`src/design/bpa_pkg.sv`:
```
// shared constants, codes and types of the bitmap page allocator
package bpa_pkg;

	// map geometry
	localparam int NUM_PAGES = 4096;
	localparam int WORD_BITS = 32;
	localparam int NUM_WORDS = NUM_PAGES / WORD_BITS;
	localparam int PAGE_W    = 12;
	localparam int CNT_W     = 13;
	localparam int BIT_W     = $clog2(WORD_BITS);
	localparam int WORD_AW   = PAGE_W - BIT_W;
	localparam int CHG_W     = BIT_W + 1;
	localparam int FUNC_W    = 3;

	localparam logic [WORD_BITS-1:0] WORD_ONES  = '1;
	localparam logic [CNT_W-1:0]     PAGE_LIMIT = CNT_W'(NUM_PAGES);
	localparam logic [WORD_AW-1:0]   LAST_WORD  = WORD_AW'(NUM_WORDS - 1);

	// operation codes
	typedef logic [FUNC_W-1:0] func_t;
	localparam func_t FUNC_ALLOC_ONE = 3'd0;
	localparam func_t FUNC_ALLOC_RUN = 3'd1;
	localparam func_t FUNC_FREE_ONE  = 3'd2;
	localparam func_t FUNC_FREE_RUN  = 3'd3;
	localparam func_t FUNC_RESERVE   = 3'd4;

	// word unit control and status
	typedef struct packed {
		logic             find_one;
		logic             set_bits;
		logic [BIT_W-1:0] lo;
		logic [BIT_W-1:0] hi;
	} wu_ctl_t;

	typedef struct packed {
		logic                 found;
		logic [BIT_W-1:0]     idx;
		logic [WORD_BITS-1:0] new_word;
		logic [CHG_W-1:0]     change_cnt;
	} wu_res_t;

	// map memory access
	typedef struct packed {
		logic                 clr;
		logic                 rd_en;
		logic [WORD_AW-1:0]   rd_addr;
		logic                 wr_en;
		logic [WORD_AW-1:0]   wr_addr;
		logic [WORD_BITS-1:0] wr_data;
	} ram_ctl_t;

endpackage

```
`src/design/bpa_map_ram.sv`:
```
// used-bit map memory, one word per 32 pages, with per-word valid bits
module bpa_map_ram import bpa_pkg::*; (
	input  logic                 clk,
	input  logic                 arst_n,
	input  ram_ctl_t             ctl,
	output logic [WORD_BITS-1:0] rd_data
);

	logic [WORD_BITS-1:0] mem [NUM_WORDS];
	logic [NUM_WORDS-1:0] valid_q;
	logic [WORD_BITS-1:0] rd_data_q;

	// valid bits, a word never written reads as all used
	always_ff @(posedge clk or negedge arst_n) begin
		if (!arst_n) begin
			valid_q <= '0;
		end else if (ctl.clr) begin
			valid_q <= '0;
		end else if (ctl.wr_en) begin
			valid_q[ctl.wr_addr] <= 1'b1;
		end
	end

	// write port
	always_ff @(posedge clk) begin
		if (ctl.wr_en) begin
			mem[ctl.wr_addr] <= ctl.wr_data;
		end
	end

	// registered read port, holds when not enabled
	always_ff @(posedge clk) begin
		if (ctl.rd_en) begin
			rd_data_q <= valid_q[ctl.rd_addr] ? mem[ctl.rd_addr] : WORD_ONES;
		end
	end

	assign rd_data = rd_data_q;

endmodule

```
`config.mk`:
```
export PLATFORM = sky130hd
export DESIGN_NAME = bpa_map_ram
export DESIGN_NICKNAME = d
export VERILOG_FILES = /design/src/design/bpa_pkg.sv /design/src/design/bpa_map_ram.sv
export SDC_FILE = /design/constraint.sdc
export NUM_CORES = 2
export LEC_CHECK = 0
export BUFFER_PORTS_ARGS = -buffer_cell sky130_fd_sc_hd__clkbuf_2
export CAP_MARGIN = 0
export CORE_MARGIN = 3
export CORE_UTILIZATION = 44
export CTS_CLUSTER_SIZE = 25
export DETAILED_ROUTE_END_ITERATION = 8
export PLACE_DENSITY_LB_ADDON = 0.08
export SYNTH_ARGS = -nofsm -noshare
export SYNTH_HDL_FRONTEND = slang
export SYNTH_SLANG_ARGS = --single-unit
```
`constraint.sdc`:
```
create_clock -name clk -period 2.55 [get_ports clk]
set_input_delay 0.51 -clock clk [delete_from_list [all_inputs] [get_ports clk]]
set_output_delay 0.51 -clock clk [all_outputs]
set_load 0.005 [all_outputs]
```
==> results.md <==
- Clk sinks: 4256
- Syn Inst Count: between 7000 and 8000
- Syn Nets: 7530
- Peak supply drop: 0.0006452 V
- Crit path largest cell delay: between 400 and 500 ps
- Highest Clock Rate: approximately 0.40 GHz
- Clock network fraction of total power: 0.422
- Pins Over Slew Limit: 0
- CTS clock-pin slew for the worst setup and hold paths: 60 ps
- Worst R2R Path Depth: 10
- Synth top area share: 0.7611
- P_int: 116.7 mW
- Total power: 149.3 mW
- Port-buffer cells: 82
- Setup violations, final: 0
- Per-cell routed wire length: 34.88 um
- Global route total overflow: 0
- Die Width: 614.4 um
- Reg power frac: 0.517
- Commonest non-fill, non-tap cell in the layout: edfxtp_1
- Startpoint Class: flip-flop
- Number of global-route vias before repair: 85460
- Area grow syn2layout: 20.72%
- Clock root buffer: clkbuf_16
- Fill cells: 28510
- Static leakage: 64.01 nW
- WP data arrival: 3210 ps
- Area leader, netlist: edfxtp_1
- HP Class: input pin to flip-flop
- CTS max path bufs: 4
- GP Congestion: about 0.83
- Worst Tran Pin Value: 1056 ps
- Setup bufs post-CTS: 0
- Post-DRT Antenna Nets: 0
- Slew headroom: 0.2941
- Comb pwr share: 0.061
- Critical Path Fanout Max: 1
- Syn. warnings: 0
- Switching Fraction: 0.2184
- P_sw: 32.61 mW
- Dominant cells by area after synthesis: edfxtp_1, mux4_2, dfrtp_1
- Count of state elements after synthesis: ~4300
- Initial core utilization: 0.4435
- Clock Skews: approximately 31 ps
- Synth unique cells: 49
- Largest net degree at the start of global routing: 129
- Top-Level Pins: 83
- Asr flop ratio synth: 0.03008
- Delay-heaviest family, CP: simple AND/OR/NAND/NOR gates
- Setup CP Type: flip-flop to flip-flop
- WP depth: 10
- Die Height: 614.4 um
- Via density per instance: 6.014
- Layout Nets: 8803
- Average size of a mapped cell: 21.78 um2
- CTS tree: yes
- Placement Rows: 222
- DRC viols: 0
- Min Clock Period, post-route: 2491 ps
- Most common cell on crit path: buf_6
- Post-synth EDFFs: 4128
- Sequential area share after synthesis: 0.7808
- Status: finished clean
- Final Hold Fails: 0
- Fin crit share: 0.9770
- Endpoint class of the critical path: flip-flop
- CTS Buf Count: around 440
- Crit path buffers/inverters: 3
- Initial detailed-routing violation count: ~11000
- Worst-Skew Late Latency: around 980 ps
- Pwr/cell area: 759.4 nW/um2
- Crit path required time: 3260 ps
- # H-tree levels: 5
- Placed cell area: ~180000 um2
- Most frequent cells in the layout: edfxtp_1, mux4_2, buf_4
- First-pass GRT wire length: 686.0 mm
- Critical path's slowest cell: mux4_2
- Synth Cell Area: roughly 160000 um2
- Synth Flop Type: edfxtp_1
- Max_cap viols: 0
- Non-Filler Cell Area, Final: 196600 um2
- Hold depth: 2
- Core Area: 367200 um2
- DRT Pass-1 Iters: 5
- Gr usage total: 0.2580
- Fraction of layout cells with a size suffix above 1: 0.3305
- Die Area: 377500 um2
- WL final: 490.3 mm
- CP cell instances: mux4_2 > a22oi_2 > buf_6 > nand3_4 > buf_8 > nand4_1 > buf_6 > nand2_4 > o41ai_4 > nand2b_1
- RSZ-0062 raised after global routing: true
- Initial antenna violation count: 38
- Via count: 84550
- Dpl hpwl: 305.8 mm
-- power by group through the flow --
| stage | Clock, mW | Combinational, mW | Sequential [mW] |
|---|---|---|---|
| after CTS | 64.1 | 9.23 | 77.2 |
| after global placement | 0 | 9.06 | 78.6 |
| after floorplan | 0 | 3.79 | 78.5 |
| final | 63.0 | 9.16 | 77.2 |
| after detailed placement | 0 | 9.16 | 78.6 |
| after global routing | 66.9 | 9.61 | 77.1 |
-- sequential cells by signal (all words and copies together) (netlist names) --
register,count
valid_q,128
rd_data,32
mem,4096
-- cells in the mapped netlist, drive strengths merged (2+ instances only) --
cell and instances:
edfxtp 4128, mux4 946, nor2 415, mux2i 318
a22oi 283, buf 222, clkbuf 211, nand3 173
nand2 156, a221oi 130, dfrtp 128, a21oi 82
o21ai 67, nand4 35, nand2b 26, o211ai 24
a22o 23, o41ai 23, or2 17, a32oi 9
nor2b 9, o221ai 9, o22ai 7, mux2 5
a211oi 4, a311oi 3, and3 3, inv 3
nand3b 3, o21ba 3, a221o 2, and2 2
or3b 2
-- worst paths after layout --
check | start | slack [ps] | end
max reg2reg | mem[124][19]$_DFFE_PP_ | 60 | rd_data[19]$_SDFFCE_PN1P_
min in group asynchronous | arst_n | 160 | valid_q[9]$_DFFE_PN0P_
min reg2reg | valid_q[74]$_DFFE_PN0P_ | 490 | valid_q[74]$_DFFE_PN0P_
max | mem[124][19]$_DFFE_PP_ | 60 | rd_data[19]$_SDFFCE_PN1P_
min | ctl[31] | 90 | mem[19][31]$_DFFE_PP_
max in group asynchronous | arst_n | 1690 | valid_q[39]$_DFFE_PN0P_
-- kinds of logic after synthesis --
logic type	synth area share
compound gates	0.03128
buf+inv	0.01457
flops	0.7808
mux	0.1509
simple gates	0.02246
-- through the flow --
stage          setup WS, ps   TNS, ps  utilization  instances  hold WS, ps
3_3_place_gp          -1325    -47120       0.4959      13220        472.7
6_report              58.69         0       0.5354      14060        87.31
5_1_grt              -47.06    -110.5       0.5354      14060        33.86
4_1_cts              -36.09    -36.09       0.5350      14050        2.844
3_5_place_dp          -1284    -44950       0.4959      13220        480.7
2_1_floorplan        -497.9  -1095400            -       7479        214.4
-- metal layers --
metal,global-route usage,wire length (um),share of wire,vias to the layer above
li1,-,-,-,34220
met1,0.3877,210500,0.43,46180
met2,0.4057,230800,0.47,3527
met3,0.02842,35360,0.072,619
met4,0.06620,13540,0.028,10
met5,0,62,0.00013,-
-- repair_timing --
item / in CTS / in global routing
hold endpoints to repair: 376 / 0
hold buffers: 16 / 0
pin swaps: 7 / 8
setup endpoints to repair: 32 / 32
resized for setup: 33 / 26
-- layout make-up --
type | count | area [um2] | share of cell area
antenna | 8 | 20.02 | 0.0001018
clock buffer | 544 | 11580 | 0.05890
sequential | 4256 | 127200 | 0.6468
tap | 4928 | 6166 | 0.03136
clock inverter | 272 | 2476 | 0.01259
timing repair buffer | 1260 | 14590 | 0.07423
multi-input combinational | 2786 | 34590 | 0.1759
inverter | 4 | 22.52 | 0.0001146
(Power assumes the default switching activity.)
