==> config.mk <==
export PLATFORM = sky130hd
export DESIGN_NAME = bpa_word_unit
export DESIGN_NICKNAME = d
export VERILOG_FILES = /design/src/design/bpa_pkg.sv /design/src/design/bpa_word_unit.sv
export SDC_FILE = /design/constraint.sdc
export NUM_CORES = 1
export LEC_CHECK = 0
export ABC_AREA = 1
export ABC_CLOCK_PERIOD_IN_PS = 7100
export BUFFER_PORTS_ARGS = -buffer_cell sky130_fd_sc_hd__buf_2
export CORE_MARGIN = 3
export CORE_UTILIZATION = 50
export DETAILED_ROUTE_END_ITERATION = 10
export PLACE_DENSITY = 0.76
export SLEW_MARGIN = 10
export SYNTH_ARGS = -nofsm -noshare
export SYNTH_HDL_FRONTEND = slang
export SYNTH_SLANG_ARGS = --single-unit
==> constraint.sdc <==
create_clock -name vclk -period 7.1
set_clock_uncertainty 0.1 [all_clocks]
set_input_delay 0 -clock vclk [all_inputs]
set_output_delay 0 -clock vclk [all_outputs]
set_load 0.03 [all_outputs]
==> src/design/bpa_pkg.sv <==
// shared constants, codes and types of the bitmap page allocator
package bpa_pkg;

	// map geometry
	localparam int NUM_PAGES = 4096;
	localparam int WORD_BITS = 32;
	localparam int NUM_WORDS = NUM_PAGES / WORD_BITS;
	localparam int PAGE_W    = 12;
	localparam int CNT_W     = 13;
	localparam int BIT_W     = $clog2(WORD_BITS);
	localparam int WORD_AW   = PAGE_W - BIT_W;
	localparam int CHG_W     = BIT_W + 1;
	localparam int FUNC_W    = 3;

	localparam logic [WORD_BITS-1:0] WORD_ONES  = '1;
	localparam logic [CNT_W-1:0]     PAGE_LIMIT = CNT_W'(NUM_PAGES);
	localparam logic [WORD_AW-1:0]   LAST_WORD  = WORD_AW'(NUM_WORDS - 1);

	// operation codes
	typedef logic [FUNC_W-1:0] func_t;
	localparam func_t FUNC_ALLOC_ONE = 3'd0;
	localparam func_t FUNC_ALLOC_RUN = 3'd1;
	localparam func_t FUNC_FREE_ONE  = 3'd2;
	localparam func_t FUNC_FREE_RUN  = 3'd3;
	localparam func_t FUNC_RESERVE   = 3'd4;

	// word unit control and status
	typedef struct packed {
		logic             find_one;
		logic             set_bits;
		logic [BIT_W-1:0] lo;
		logic [BIT_W-1:0] hi;
	} wu_ctl_t;

	typedef struct packed {
		logic                 found;
		logic [BIT_W-1:0]     idx;
		logic [WORD_BITS-1:0] new_word;
		logic [CHG_W-1:0]     change_cnt;
	} wu_res_t;

	// map memory access
	typedef struct packed {
		logic                 clr;
		logic                 rd_en;
		logic [WORD_AW-1:0]   rd_addr;
		logic                 wr_en;
		logic [WORD_AW-1:0]   wr_addr;
		logic [WORD_BITS-1:0] wr_data;
	} ram_ctl_t;

endpackage

==> src/design/bpa_word_unit.sv <==
// shared word unit: bit range mask, find first, set or clear, change count
module bpa_word_unit import bpa_pkg::*; (
	input  logic [WORD_BITS-1:0] word,
	input  wu_ctl_t              ctl,
	output wu_res_t              res
);

	logic [WORD_BITS-1:0] range;
	logic [WORD_BITS-1:0] cand;
	logic [WORD_BITS-1:0] low_one;
	logic [WORD_BITS-1:0] change;
	logic [BIT_W-1:0]     idx;
	logic [CHG_W-1:0]     cnt;
	logic [2:0]           nib [WORD_BITS/4];

	// pages lo..hi of the word
	assign range = (WORD_ONES << ctl.lo) & (WORD_ONES >> (BIT_W'(WORD_BITS - 1) - ctl.hi));

	// lowest matching bit in range
	assign cand    = (ctl.find_one ? word : ~word) & range;
	assign low_one = cand & (~cand + WORD_BITS'(1));

	always_comb begin
		idx = '0;
		for (int i = 0; i < WORD_BITS; i++) begin
			if (low_one[i]) begin
				idx = idx | BIT_W'(i);
			end
		end
	end

	// bits that actually change state
	assign change = ctl.set_bits ? (~word & range) : (word & range);

	// nibble counts, then their sum
	always_comb begin
		for (int n = 0; n < WORD_BITS / 4; n++) begin
			nib[n] = {2'b00, change[4*n]} + {2'b00, change[4*n+1]}
				+ {2'b00, change[4*n+2]} + {2'b00, change[4*n+3]};
		end
	end

	always_comb begin
		cnt = '0;
		for (int n = 0; n < WORD_BITS / 4; n++) begin
			cnt = cnt + CHG_W'(nib[n]);
		end
	end

	assign res.found      = |cand;
	assign res.idx        = idx;
	assign res.new_word   = ctl.set_bits ? (word | range) : (word & ~range);
	assign res.change_cnt = cnt;

endmodule

==> metrics.cfg, run 1 <==
[synthesis]
ys_top_cells_by_area = nand2_1 (19%), fa_1 (13%), nor2_1 (9.8%), nand3_1 (9.5%), inv_1 (8.3%)
yosysUniqueCellTypes = 36
netlist_area_um2 = 3580
yosysSeqAreaShare = 0
yosysMostFrequentCell = nand2_1
synthCells = 656
synth_top_area_frac = 0.192
syn_area_per_cell_um2 = 5.46
synth_nets = 731
ys_warn_count = 0
synth_common_cells = nand2_1 (183), nor2_1 (94), inv_1 (79)
yosys.area.top_type = nand2_1

[route]
wl_per_cell_um = 15.1
drc = 0
wl_um = 12400
ant_nets = 0
dr.pass1.iters = 5
vias_per_cell = 5.45
num_vias = 4480
initialDrtViolationCount = 377

[grt]
grt_usage = 0.291
grt_overflow = 0
antenna_found_initial = 0
grt_start_max_net_pins = 36
grt_pass1_vias = 3904
grt_pass1_wl_um = 19600

[timing]
min_period_ps = 5580
max-slew-margin-rel = 0.378
setup_tns_ps = 0
timing.final.crit_share = 0.786
hold_violations = 0
max_freq_mhz = 179
rsz0062_at_grt = no
slew_violations = 0
worstMarginPinSlew_ps = 932
setup_viol = 0

[clocking]
cts_setup_buffers = 0
cts_resized = 0
ctsHoldBuffers = 0

[floorplan]
initial_core_util = 0.522
coreArea_um2 = 6870
placementRows = 30
dieArea_um2 = 8220
fp.dieW_um = 90.7
die_h_um = 90.7
pin_count = 88

[critical_path]
cp.required_ps = 7000
critPathMaxFanout = 12
end_kind = output port
worstSetupPathType = in2out
cp.arrival_ps = 5480
cp-start-kind = primary input

[final_layout]
syn_to_final_growth_pct = 13.1
nFillCells = 744
n_antenna_cell = 0
post-route-util = 0.590
seq_cell_count = 0
final_net_count = 803
seq_area_um2 = 0
clock_buffers = 0
drive_gt1_frac = 0.178

[power]
ir_worst_vdd_mv = 0.224
p_per_area_nw_per_um2 = 130
p_leak_nw = 2.38

[placed_design]
port_buffers = 88
place.detailed.hpwl_um = 10400
routabilityCongestion = 0.977

[job]
max_cap_violations = 0

[outcome]
status = completed

[hold_path]
hold_class = in2out

## layout make-up
| cell class | count | area [um^2] | area share |
|---|---|---|---|
| multi-input cells | 548 | 3140 | 0.773 |
| well taps | 96 | 120 | 0.0296 |
| repair buffers | 90 | 468 | 0.115 |
| inverters | 88 | 330 | 0.0815 |
## cell families after synthesis
logic type,Yosys count,synth area share
buffers and inverters,108,0.125
adders and majority gates,31,0.158
xor gates and xnor gates,41,0.100
and+or+nand+nor,400,0.495
AOI/OAI and AO/OA,76,0.121
## metrics by stage
stage | area [um^2] | instances | power [mW] | hold slack, ps | setup slack, ps
2_1_floorplan | 3580 | 656 | 0.387 | 132 | 1740
3_3_place_gp | 4050 | 822 | 0.510 | 298 | 1620
3_5_place_dp | 4050 | 822 | 0.521 | 306 | 1550
4_1_cts | 4050 | 822 | 0.525 | 310 | 1520
5_1_grt | 4050 | 822 | 0.583 | 338 | 1210
6_report | 4050 | 822 | 0.526 | 308 | 1520
## cell usage in the layout, fill, tap and decap left out, types with 20 or more instances in the layout
cell type,n
o21ai_0,26
buf_2,88
xor2_1,20
xnor2_1,21
nand3_1,68
nand2_1,183
inv_1,79
nor2_1,94
a21oi_1,21
fa_1,24
## metal layers
layer | track usage | up-vias | share of wire
met5 | 0 | - | 0
met4 | 0.0408 | 0 | 0.016
met3 | 0.0300 | 10 | 0.084
met2 | 0.471 | 204 | 0.44
met1 | 0.425 | 2038 | 0.46
li1 | - | 2228 | -
## power breakdown
group          total [mW]  switching [mW]  internal (mW)
combinational       0.526           0.356          0.170
clock                   0               0              0
sequential              0               0              0
## worst max-delay path: stages
cell,delay (ps)
buf_2,220
inv_2,160
nor2_1,330
nand3_1,170
o21bai_1,220
fa_1,510
fa_1,420
inv_1,80
fa_1,460
fa_1,480
fa_1,550
inv_1,50
fa_1,600
inv_1,70
ha_1,290
nand2_1,80
nor2_1,40
a211oi_1,290
nor2_1,80
o21a_1,180
buf_2,170
## path summary, 6_finish.rpt
kind,startpoint,end,slack (ps),cells past startpoint
worst min-delay path,word[27],res[33],310,4
worst max-delay path,ctl[4],res[5],1520,21
(Power assumes the default switching activity.)
==> run 2, diff against run 1 <==
ABC_CLOCK_PERIOD_IN_PS = 5300   (was 7100)
clock period = 5.3 ns   (was 7.1 ns; I/O delays follow)
==> run 2 against run 1 <==
Critical path depth is 2 lower; utilization is 4.5 points higher; non-clock buffer count is 36 higher; final area is 7.6% higher; hold slack worse by 1.1 ps; via count is 5.0% higher; first-iteration DRC count is 3.7% higher; final cell count is 4.4% higher.
==> metrics.cfg, run 2 (synthesized netlist as in run 1, its figures left out) <==
[outcome]
status = completed

[power]
swShare = 0.658  ; -0.0189
comb_power_share = 1.000  ; about the same
intPower_uw = 251  ; +47%
p_per_area_nw_per_um2 = 168  ; +29%
switching_power_uw = 482  ; +35%
p_seq_frac = 0  ; unchanged
p_clk_frac = 0  ; unchanged
ir_worst_vdd_mv = 0.406  ; +81%
p_leak_nw = 2.56  ; +7.2%

[route]
dr.pass1.iters = 5  ; unchanged
vias_per_cell = 5.48  ; +0.57%
ant_nets = 0  ; unchanged
drc = 0  ; unchanged
wl_um = 13000  ; +4.6%
routed.top_layer = met4
wl_met2_um = 5730  ; +4.5%
wl_per_cell_um = 15.1  ; +0.16%
num_vias = 4703  ; +5.0%
wl_met1_um = 5630  ; -0.86%
initialDrtViolationCount = 391  ; +3.7%
wl_met3_um = 1400  ; +34%

[grt]
grt_pass1_wl_um = 20600  ; +5.0%
grt_usage = 0.306  ; +0.0155
grt_overflow = 0  ; unchanged
grt_pass1_vias = 4085  ; +4.6%
antenna_found_initial = 0  ; unchanged
grt_start_max_net_pins = 36  ; unchanged

[floorplan]
pin_count = 88  ; unchanged
coreArea_um2 = 6870  ; unchanged
initial_core_util = 0.522  ; unchanged
dieArea_um2 = 8220  ; unchanged
die_h_um = 90.7  ; unchanged
placementRows = 30  ; unchanged
fp.dieW_um = 90.7  ; unchanged

[hold_path]
hold_class = in2out

[critical_path]
critPathMaxFanout = 8  ; -4
critPathSlowestCell = fa_1
cp_common_cell = fa_1
slowest_delay_ps = 590  ; about the same
worstSetupPathType = in2out
cp.required_ps = 5200  ; -1800 ps
cp.arrival_ps = 5040  ; -440 ps
cp-start-kind = primary input
end_kind = output port
crit_chain = buf_2, inv_1, nand2_1, nand2_1, nand3_1, o21bai_1, fa_1, fa_1, fa_1, fa_1, fa_1, fa_1, inv_1, ha_1, inv_1, fa_1, o21ai_2, xor2_2, clkbuf_4

[timing]
holdWs_ps = 307  ; -1.09 ps
setup_ws_ps = 161  ; -1360 ps
timing.final.crit_share = 0.970
setup_viol = 0  ; unchanged
slew_violations = 0  ; unchanged
min_period_ps = 5140
rsz0062_at_grt = yes
worstMarginPinSlew_ps = 910  ; -22.0 ps
max_freq_mhz = 195
hold_violations = 0  ; unchanged
max-slew-margin-rel = 0.393  ; +0.0147

[clocking]
cts_resized = 0  ; unchanged
cts_setup_buffers = 0  ; unchanged
ctsHoldBuffers = 0  ; unchanged

[final_layout]
seq_area_um2 = 0  ; unchanged
multiInputGateArea_um2 = 3170  ; +1.0%
layout_common_cells = nand2_1 (183), nor2_1 (92), buf_2 (86)
fin_cells = 858  ; +4.4%
final_net_count = 839  ; +4.5%
drive_gt1_frac = 0.227  ; +0.0493
clock_buffers = 0  ; unchanged
post-route-util = 0.635  ; +0.0446
fin_area_um2 = 4360  ; +7.6%
final_common_cell = nand2_1
syn_to_final_growth_pct = 21.6
nFillCells = 697  ; -6.3%
seq_cell_count = 0  ; unchanged
n_antenna_cell = 0  ; unchanged

[placed_design]
dpl_cell_area_um2 = 4330  ; +6.9%
dp.cells = 858  ; +4.4%
pre_cts_slack_ps = 55.8  ; -1490 ps
port_buffers = 88  ; unchanged
place.detailed.hpwl_um = 11100  ; +7.0%
routabilityCongestion = 1.00  ; +2.8%

[job]
max_cap_violations = 0  ; unchanged

## run 2: cell types whose count changed in the layout (fill, tap and decap cells not counted), moves of 2 or more
cell,previous run,this run
a21oi_1,21,19
a21oi_2,2,4
buf_2,88,86
buf_4,1,38
nor2_1,94,92
nor2_2,6,8
## run 2: power by group through the flow
stage	combinational [mW]	sequential, mW	clock, mW
floorplan	0.518	0	0
global placement	0.711	0	0
detailed placement	0.718	0	0
CTS	0.723	0	0
global route	0.807	0	0
finish	0.732	0	0
## run 2: layer usage
layer	vias up	global-route usage
met5	-	0
met1	2129	0.441
met2	253	0.492
met3	14	0.0442
met4	0	0.0472
li1	2307	-
## run 2: final timing paths
path | depth (start not counted) | start | end
setup / recovery | 19 | ctl[7] | res[4]
hold / removal | 4 | word[31] | res[37]
## run 2: per-stage QoR
| stage | setup TNS [ps] | power [mW] |
|---|---|---|
| after floorplan | 0 | 0.518 |
| after global placement | 0 | 0.711 |
| after detailed placement | 0 | 0.718 |
| after CTS | 0 | 0.723 |
| after global routing | -72.9 | 0.807 |
| final | 0 | 0.732 |
## run 2: cell type report
| class | instances | area share |
|---|---|---|
| Timing Repair Buffer | 126 | 0.170 |
| Inverter | 88 | 0.0758 |
| Tap cell | 96 | 0.0275 |
| Multi-Input combinational cell | 548 | 0.726 |
## run 2: critical path: cells and delay by family
kind / cells / cell delay, ps
XOR/XNOR: 1 / 150
AND/OR/NAND/NOR: 3 / 350
AO/OA/AOI/OAI: 2 / 410
buffers and inverters: 5 / 590
adder cells (fa/ha/maj): 8 / 3530
==> run 3, diff against run 2 <==
==> constraint.sdc (replaced) <==
create_clock -name vclk -period 5.3
set_clock_uncertainty 0.1 [all_clocks]
set_input_delay 1.06 -clock vclk [all_inputs]
set_output_delay 1.06 -clock vclk [all_outputs]
set_load 0.03 [all_outputs]
==> run 3 against run 2 <==
The run now ends with negative setup slack left; setup slack got worse by 2100 ps; hold slack improved by 2100 ps; combinational power rose by 41%; sequential cell count did not move; sequential share of layout area did not move; non-clock buffer count rose by 110; critical path type unchanged; critical endpoint is now res[3].
==> metrics.cfg, run 3 (synthesized netlist as in run 1, its figures left out) <==
[outcome]
status = complete, but fails checks
violations = negative setup slack

[hold_path]
whs_endpoint = res[20]
timing.hold.worst.start = word[14]
holdPathStages = 4  ; unchanged
hold_class = in2out

[final_layout]
n_antenna_cell = 0  ; unchanged
clock_buffers = 0  ; unchanged
seq_cell_count = 0  ; unchanged
final_net_count = 949  ; +13%
seq_area_um2 = 0  ; unchanged
fin_cells = 968  ; +13%
nFillCells = 463  ; -34%
drive_gt1_frac = 0.413  ; +0.186
fin_area_um2 = 5760  ; +32%
syn_to_final_growth_pct = 60.8
layout_common_cells = nand2_1 (166), buf_4 (139), nor2_1 (75)
post-route-util = 0.839  ; +0.204
final_common_cell = nand2_1

[route]
wl_um = 16400  ; +27%
vias_per_cell = 5.70  ; +3.9%
ant_nets = 0  ; unchanged
dr.pass1.iters = 5  ; unchanged
num_vias = 5515  ; +17%
drc = 0  ; unchanged
wl_per_cell_um = 17.0  ; +12%
initialDrtViolationCount = 504  ; +29%

[power]
total_power_mw = 1.03  ; +40%
p_leak_nw = 3.18  ; +24%
ir_worst_vdd_mv = 0.473  ; +16%
p_per_area_nw_per_um2 = 178  ; +5.9%

[timing]
max_freq_mhz = 138  ; -29%
worstMarginPinSlew_ps = 508  ; -403 ps
max-slew-margin-rel = 0.662  ; +0.269
timing.final.crit_share = 1.37  ; +0.401
rsz0062_at_grt = yes
setup_viol = 6  ; +6
holdWs_ps = 2440  ; +2130 ps
setup_ws_ps = -1960  ; -2120 ps
hold_violations = 0  ; unchanged
setup_tns_ps = -10660  ; -10,660 ps
slew_violations = 0  ; unchanged
min_period_ps = 7260  ; +2120 ps

[floorplan]
pin_count = 88  ; unchanged
fp.dieW_um = 90.7  ; unchanged
coreArea_um2 = 6870  ; unchanged
placementRows = 30  ; unchanged
initial_core_util = 0.522  ; unchanged
die_h_um = 90.7  ; unchanged
dieArea_um2 = 8220  ; unchanged

[critical_path]
critPathSlowestCell = fa_1
end_kind = output port
slowest_delay_ps = 570  ; -20 ps
cp.arrival_ps = 6100  ; +1060 ps
crit_chain = buf_6, buf_6, nor2_4, nand3_4, o21bai_4, fa_1, fa_2, inv_2, fa_1, fa_1, inv_1, fa_1, fa_1, inv_1, ha_1, nand2_1, nor2_2, a211oi_2, buf_4, xor2_4, buf_6
cp-start-kind = primary input
cp_common_cell = fa_1
worstSetupPathType = in2out
cp.required_ps = 4140  ; -1060 ps
critPathMaxFanout = 6  ; -2

[placed_design]
pre_cts_slack_ps = -1880  ; -1940 ps
routabilityCongestion = 0.995  ; -0.91%
port_buffers = 88  ; unchanged
dpl_cell_area_um2 = 5340  ; +23%
dp.cells = 959  ; +12%
place.detailed.hpwl_um = 12200  ; +9.5%

[grt]
grt_overflow = 0  ; unchanged
grt_pass1_wl_um = 24700  ; +20%
grt_start_max_net_pins = 20  ; -44%
grt_usage = 0.363  ; +0.0571
antenna_found_initial = 0  ; unchanged
grt_pass1_vias = 5190  ; +27%

[job]
max_cap_violations = 0  ; unchanged

[clocking]
ctsHoldBuffers = 0  ; unchanged

-- run 3: critical path, delay by kind of cell --
kind | cells | cell delay (ps)
buffers and inverters | 7 | 810
adder cells (fa/ha/maj) | 7 | 3170
AND/OR/NAND/NOR | 4 | 440
XOR/XNOR | 1 | 170
AO/OA/AOI/OAI | 2 | 440
-- run 3: how the worst max path moves through the flow --
stage            from     end  slack [ps]  cells past startpoint
2_1_floorplan  ctl[7]  res[4]       -1580                     19
3_3_place_gp   ctl[2]  res[4]       -1760                     17
3_5_place_dp   ctl[7]  res[3]       -1880                     23
4_1_cts        ctl[7]  res[3]       -1750                     23
5_1_grt        ctl[9]  res[3]       -2050                     19
6_report       ctl[9]  res[3]       -1960                     21
-- run 3: routing by layer --
metal  share of wire  vias up  GRT usage
li1                -     2533          -
met4           0.060        0      0.171
met2            0.46      425      0.615
met1            0.37     2477      0.454
met3            0.10       80     0.0492
met5               0        -          0
-- run 3: area by class of cell --
type	instances	area, um^2	share of cell area
inverters	88	353	0.0612
multi-input cells	548	3550	0.616
well taps	96	120	0.0208
repair buffers	236	1740	0.302
-- run 3: where the power goes --
group	internal, mW	switching (mW)
combinational	0.432	0.593
clock	0	0
sequential	0	0
total	0.432	0.593
-- run 3: timing repair --
item / CTS / global route
endpoints found under the setup margin: 6 / 6
pin swaps: 31 / 30
setup buffers: 6 / 3
resized for setup: 71 / 34
